`config.mk`:
```
export PLATFORM = sky130hd
export DESIGN_NAME = sorted_array_list
export DESIGN_NICKNAME = d
export VERILOG_FILES = /design/src/hw/rtl/sal_pkg.sv /design/src/hw/rtl/sal_cell.sv /design/src/hw/rtl/sorted_array_list.sv
export SDC_FILE = /design/constraint.sdc
export NUM_CORES = 1
export LEC_CHECK = 0
export BUFFER_PORTS_ARGS = -buffer_cell sky130_fd_sc_hd__clkbuf_2
export CAP_MARGIN = 20
export CORE_MARGIN = 1
export CORE_UTILIZATION = 55
export DETAILED_ROUTE_END_ITERATION = 10
export GPL_TIMING_DRIVEN = 0
export PLACE_DENSITY_LB_ADDON = 0.1
export SLEW_MARGIN = 20
export SYNTH_ARGS = -nofsm -noshare
export SYNTH_HDL_FRONTEND = slang
export SYNTH_HIERARCHICAL = 1
export SYNTH_SLANG_ARGS = --single-unit
```
`constraint.sdc`:
```
create_clock -name i_clk -period 7.8 [get_ports i_clk]
set_clock_uncertainty 0.05 [all_clocks]
set_input_delay 0.78 -clock i_clk [delete_from_list [all_inputs] [get_ports i_clk]]
set_output_delay 0.78 -clock i_clk [all_outputs]
set_load 0.005 [all_outputs]
```
`src/hw/rtl/sal_pkg.sv`:
```
// ----------------------------------------------------------------------------
// sal_pkg
// Shared types and constants for the sorted array list.
// ----------------------------------------------------------------------------
package sal_pkg;

    localparam int SAL_DEPTH     = 8;
    localparam int SAL_VAL_W     = 32;
    localparam int SAL_POS_W     = 3;
    localparam int SAL_COUNT_W   = 4;

    typedef enum logic [1:0] {
        CMD_INSERT       = 2'd0,
        CMD_READ         = 2'd1,
        CMD_REMOVE_AT    = 2'd2,
        CMD_REMOVE_VALUE = 2'd3
    } t_command;

    typedef enum logic [1:0] {
        ST_OK        = 2'd0,
        ST_FULL      = 2'd1,
        ST_BAD_POS   = 2'd2,
        ST_NOT_FOUND = 2'd3
    } t_status;

    // Broadcast to every cell in the row.
    typedef struct packed {
        logic                        ins;
        logic                        del;
        logic                        by_value;
        logic signed [SAL_VAL_W-1:0] value;
    } t_cell_ctrl;

endpackage

```
`src/hw/rtl/sal_cell.sv`:
```
// ----------------------------------------------------------------------------
// sal_cell
// One slot of the list: holds one entry, compares it with the broadcast
// value; on insert takes the left entry or the value, on remove the right.
// ----------------------------------------------------------------------------
module sal_cell (
    input  logic                                 i_clk,
    input  sal_pkg::t_cell_ctrl                  i_ctrl,
    input  logic                                 i_valid,
    input  logic                                 i_sel,
    input  logic signed [sal_pkg::SAL_VAL_W-1:0] i_left_entry,
    input  logic signed [sal_pkg::SAL_VAL_W-1:0] i_right_entry,
    input  logic                                 i_left_gt,
    input  logic                                 i_left_hit,
    output logic signed [sal_pkg::SAL_VAL_W-1:0] o_entry,
    output logic                                 o_gt,
    output logic                                 o_hit
);
    import sal_pkg::*;

    logic signed [SAL_VAL_W-1:0] r_entry;
    logic signed [SAL_VAL_W-1:0] n_entry;

    // empty slots compare as greater than any value
    assign o_gt  = !i_valid || (i_ctrl.value < r_entry);
    assign o_hit = i_ctrl.by_value ? (i_left_hit || (i_valid && (r_entry == i_ctrl.value)))
                                   : i_sel;

    always_comb begin
        n_entry = r_entry;
        if (i_ctrl.ins) begin
            if (i_left_gt) begin
                n_entry = i_left_entry;
            end else if (o_gt) begin
                n_entry = i_ctrl.value;
            end
        end else if (i_ctrl.del && o_hit) begin
            n_entry = i_right_entry;
        end
    end

    always_ff @(posedge i_clk) begin
        r_entry <= n_entry;
    end

    assign o_entry = r_entry;

endmodule

```
`src/hw/rtl/sorted_array_list.sv`:
```
// ----------------------------------------------------------------------------
// sorted_array_list
// Ascending list of signed values held in a row of cells, with a count.
//
//   channel   signals                                      direction
//   command   start, busy, i_command, i_value, i_position  in
//   result    o_valid, o_read_value, o_status, o_count     out
//
// A command is taken on any cycle start is high and busy is low; its result
// appears on the following cycle with o_valid high for one cycle.
// One command per cycle while busy is low: every cell compares and shifts in the same cycle.
// busy is high only while i_rst_n is low. Reset clears the count; entries
// are not cleared. The result side cannot stall.
// ----------------------------------------------------------------------------
module sorted_array_list #(
    parameter int DEPTH = sal_pkg::SAL_DEPTH
) (
    input  logic                                 i_clk,
    input  logic                                 i_rst_n,
    input  logic                                 start,
    output logic                                 busy,
    input  logic [1:0]                           i_command,
    input  logic signed [sal_pkg::SAL_VAL_W-1:0] i_value,
    input  logic [sal_pkg::SAL_POS_W-1:0]        i_position,
    output logic                                 o_valid,
    output logic signed [sal_pkg::SAL_VAL_W-1:0] o_read_value,
    output logic [1:0]                           o_status,
    output logic [sal_pkg::SAL_COUNT_W-1:0]      o_count
);
    import sal_pkg::*;

    localparam int CW = $clog2(DEPTH + 1);
    localparam int PW = (CW > SAL_POS_W) ? CW : SAL_POS_W;

    logic                        accept;
    t_command                    cmd;
    logic [PW-1:0]               pos_w;
    logic [PW-1:0]               count_w;
    logic                        pos_ok;
    logic                        full;
    t_cell_ctrl                  ctrl;

    logic signed [SAL_VAL_W-1:0] w_entry [DEPTH];
    logic                        w_gt    [DEPTH];
    logic                        w_hit   [DEPTH];
    logic signed [SAL_VAL_W-1:0] rd_sel;

    logic [CW-1:0]               r_count;
    logic [CW-1:0]               n_count;
    logic                        r_valid;
    logic signed [SAL_VAL_W-1:0] r_read_value;
    logic signed [SAL_VAL_W-1:0] n_read_value;
    t_status                     r_status;
    t_status                     n_status;

    assign busy    = ~i_rst_n;
    assign accept  = start && !busy;
    assign cmd     = t_command'(i_command);
    assign pos_w   = PW'(i_position);
    assign count_w = PW'(r_count);
    assign pos_ok  = pos_w < count_w;
    assign full    = r_count >= CW'(DEPTH);

    always_comb begin
        ctrl.ins      = accept && (cmd == CMD_INSERT) && !full;
        ctrl.del      = accept && (((cmd == CMD_REMOVE_AT) && pos_ok) ||
                                   (cmd == CMD_REMOVE_VALUE));
        ctrl.by_value = (cmd == CMD_REMOVE_VALUE);
        ctrl.value    = i_value;
    end

    for (genvar g = 0; g < DEPTH; g++) begin : g_cell
        logic signed [SAL_VAL_W-1:0] left_entry;
        logic signed [SAL_VAL_W-1:0] right_entry;
        logic                        left_gt;
        logic                        left_hit;

        if (g == 0) begin : g_first
            assign left_entry = w_entry[g];
            assign left_gt    = 1'b0;
            assign left_hit   = 1'b0;
        end else begin : g_mid
            assign left_entry = w_entry[g-1];
            assign left_gt    = w_gt[g-1];
            assign left_hit   = w_hit[g-1];
        end
        if (g == DEPTH - 1) begin : g_last
            assign right_entry = w_entry[g];
        end else begin : g_inner
            assign right_entry = w_entry[g+1];
        end

        sal_cell u_cell (
            .i_clk        (i_clk),
            .i_ctrl       (ctrl),
            .i_valid      (CW'(g) < r_count),
            .i_sel        (pos_w <= PW'(g)),
            .i_left_entry (left_entry),
            .i_right_entry(right_entry),
            .i_left_gt    (left_gt),
            .i_left_hit   (left_hit),
            .o_entry      (w_entry[g]),
            .o_gt         (w_gt[g]),
            .o_hit        (w_hit[g])
        );
    end

    always_comb begin
        rd_sel = '0;
        for (int i = 0; i < DEPTH; i++) begin
            if (pos_w == PW'(i)) begin
                rd_sel = rd_sel | w_entry[i];
            end
        end
    end

    always_comb begin
        n_count      = r_count;
        n_read_value = '0;
        n_status     = ST_OK;
        unique case (cmd)
            CMD_INSERT: begin
                if (full) begin
                    n_status = ST_FULL;
                end else begin
                    n_count = r_count + 1'b1;
                end
            end
            CMD_READ: begin
                if (pos_ok) begin
                    n_read_value = rd_sel;
                end else begin
                    n_status = ST_BAD_POS;
                end
            end
            CMD_REMOVE_AT: begin
                if (pos_ok) begin
                    n_count = r_count - 1'b1;
                end else begin
                    n_status = ST_BAD_POS;
                end
            end
            CMD_REMOVE_VALUE: begin
                if (w_hit[DEPTH-1]) begin
                    n_count = r_count - 1'b1;
                end else begin
                    n_status = ST_NOT_FOUND;
                end
            end
            default: begin
                n_status = ST_OK;
            end
        endcase
    end

    always_ff @(posedge i_clk) begin
        if (!i_rst_n) begin
            r_count <= '0;
            r_valid <= 1'b0;
        end else begin
            r_valid <= accept;
            if (accept) begin
                r_count <= n_count;
            end
        end
    end

    always_ff @(posedge i_clk) begin
        if (accept) begin
            r_read_value <= n_read_value;
            r_status     <= n_status;
        end
    end

    assign o_valid      = r_valid;
    assign o_read_value = r_read_value;
    assign o_status     = r_status;
    assign o_count      = SAL_COUNT_W'(r_count);

endmodule

```
==> impl_metrics.tcl <==
set metrics [dict create \
    clkSlewWorstSetupHoldPaths_ps 60 \
    nets 3023 \
    drt-initial-drc-count 2244 \
    powerDensity_mw_per_mm2 174 \
    avgViaCountPerCell 6.34 \
    cts.sinks 295 \
    fin_tns_setup_ps 0 \
    cts_buffers 39 \
    yosysTopAreaCellShare_pct 36.1 \
    die_h_microns 211 \
    required_ps 8010 \
    syn2layout_area_growth_pct 10.8 \
    synth.distinct_cells 52 \
    routedWlPerCell_microns 26.0 \
    synthTopCellsByArea "edfxtp_1 36%, ha_1 14%, mux2i_1 13%" \
    slew_viol_final 0 \
    firstDrtPassIters 7 \
    cts_tree "built" \
    grt_pass1_vias 20300 \
    synth_edf_count 290 \
    drc_errors 0 \
    slowest_stage "o21ba_2" \
    setup_viol 0 \
    h-tree-depth 2 \
    post_cts_buffers 0 \
    yosysMostFrequentCell "a21oi_1" \
    num_vias 21100 \
    post-place-cells 3260 \
    drv_cap 0 \
    synth_largest_area_cell "edfxtp_1" \
    min_path_type "input pin to flip-flop" \
    pre_cts_ws_ps 1830 \
    ios 80 \
    p_leak_nw 12.9 \
    holdBufCountCts 0 \
    cts_buffer_depth 3 \
    post-route-min-period_ps 5720 \
    tightest_slew_ps 1080 \
    critPathCaptureType "flip-flop" \
    synth_common_cells "398 x a21oi_1, 322 x mux2i_1, 293 x nor2_1, 290 x edfxtp_1, 275 x inv_1" \
    worst_slack_ps 2080 \
    clockRootBuffer "clkbuf_16" \
    synth-seq-cells 295 \
    min_period_over_period_pct 73.4 \
    slowest_delay_ps 540 \
    die_w_microns 211 \
    clock.fmax_mhz 175 \
    crit_fanout 21 \
    async_flop_share_pct 0 \
    rows 76 \
    port-buffer-count 79 \
    initial_core_util_pct 55.9 \
    core_sq_mm 0.0432 \
    synth_warnings 6 \
    syn_avg_cell_area_sq_um 9.35 \
    relSlewSlack_pct 28.2 \
    hpwl_microns 65400 \
    crit_arrival_ps 5940 \
    antenna_left 0 \
    ys.flop_type "edfxtp_1" \
    worstPathCellList "inv_1 > ha_1 > nand2_1 > nand3_1 > nor2_1 > a31oi_1 > a21oi_2 > a31oi_1 > a21oi_2 > a31oi_1 > a21oi_2 > a31oi_1 > a21oi_2 > a31oi_1 > a21oi_2 > a31oi_1 > a21oi_2 > a31oi_1 > a21oi_2 > a31oi_1 > a21oi_2 > a21oi_1 > o21ba_2 > buf_12" \
    outcome "finished clean" \
    cts_resized 0 \
    drive_gt1_share_pct 11.3 \
    clock_latency_ps 570 \
    critPathLaunchType "flip-flop" \
    antenna_found_initial 2 \
    worst_ir_drop_vdd_uv 172 \
    grt_max_degree 23 \
    die-area_sq_mm 0.0447 \
    gp_congestion 0.979 \
    grt_pass1_wl_microns 127000 \
    grt_overflow 0 \
    path_class "flip-flop to flip-flop" \
    grt.total_usage_pct 38.5 \
    seq_area_frac_synth_pct 36.5 \
    hold_violations 0 \
    finalNonFillerCells 3327 \
    syn_area_sq_mm 0.0241 \
    syn_inst 2582 \
    routed_wl_microns 86300 \
    rsz0062_at_grt "no" \
]
==> placed cells by master (no fill, tap or decap), types with 17 or more instances in the layout <==
| cell | synthesis | layout |
|---|---|---|
| a21oi_1 | 398 | 397 |
| mux2i_1 | 322 | 322 |
| nor2_1 | 293 | 293 |
| edfxtp_1 | 290 | 290 |
| inv_1 | 275 | 274 |
| ha_1 | 267 | 267 |
| nand2_1 | 136 | 136 |
| clkbuf_2 | 0 | 79 |
| clkbuf_1 | 68 | 72 |
| a21o_1 | 61 | 61 |
| o21ai_0 | 61 | 60 |
| buf_2 | 42 | 42 |
| clkbuf_16 | 0 | 41 |
| mux2_2 | 33 | 33 |
| nand4_1 | 33 | 33 |
| a32oi_1 | 31 | 31 |
| or2_2 | 30 | 30 |
| o211ai_1 | 24 | 24 |
| nor2b_1 | 20 | 20 |
| nand3_1 | 18 | 18 |
| a211oi_1 | 17 | 17 |
==> worst paths after layout <==
path | from | end | slack (ps) | depth (start not counted)
max | o_count[1] | g_cell[7].u_cell/o_entry[4] | 2080 | 24
min | i_rst_n | o_count[2] | 470 | 3
max reg2reg | o_count[1] | g_cell[7].u_cell/o_entry[4] | 2080 | 24
min reg2reg | o_count[1] | o_count[1] | 530 | 2
==> kinds of logic after synthesis <==
family / synth area share (%)
compound gates: 16.3
xor+xnor: 0.0363
fa+ha+maj: 13.8
buf+inv: 6.72
flops: 36.5
mux: 14.9
other cells: 0.0311
simple gates: 11.6
==> state kept, by name, indices dropped and copies added, names as in the netlist <==
signal                 cells
o_valid                    1
o_status                   2
g_cell.u_cell/o_entry    256
o_count                    4
o_read_value              32
==> critical path: cells and delay by family, from the launching register on <==
family / cells / cell delay, ps
simple gates: 3 / 840
flops: 1 / 450
fa+ha+maj: 1 / 250
buf+inv: 2 / 390
compound gates: 18 / 3420
==> metal layers <==
| metal | GRT usage [%] | vias up | share of wire [%] |
|---|---|---|---|
| li1 | - | 9596 | - |
| met5 | 0 | - | 0.010 |
| met1 | 50.1 | 10000 | 40 |
| met2 | 61.5 | 1205 | 45 |
| met4 | 20.7 | 2 | 5.6 |
| met3 | 6.02 | 248 | 8.6 |
==> final cells by class <==
class	instances	area, sq um
clock buffers	47	1070
flip-flops and latches	295	8810
clock inverters	19	151
inverters	275	1030
repair buffers	92	652
diodes	1	2.50
fillers	3796	16400
well taps	585	732
multi-input cells	1880	13700
plain buffers	133	589
==> through the flow <==
step | util [%] | total power, mW | cell area (sq um) | hold slack [ps]
after CTS | 62.0 | 4.63 | 26800 | 450
final | 62.0 | 4.66 | 26800 | 468
after floorplan | - | 2.52 | 24100 | 465
after detailed placement | 59.1 | 2.87 | 25500 | 520
after global routing | 62.0 | 4.80 | 26800 | 495
after global placement | 58.5 | 2.83 | 25300 | 497
==> where the power goes <==
| group | leakage, nW | internal, mW | switching (mW) |
|---|---|---|---|
| Clock | 0.590 | 1.04 | 0.740 |
| Sequential | 2.71 | 1.82 | 0.0737 |
| Combinational | 9.56 | 0.363 | 0.623 |
Note: power is estimated with default switching activity, not from simulation.
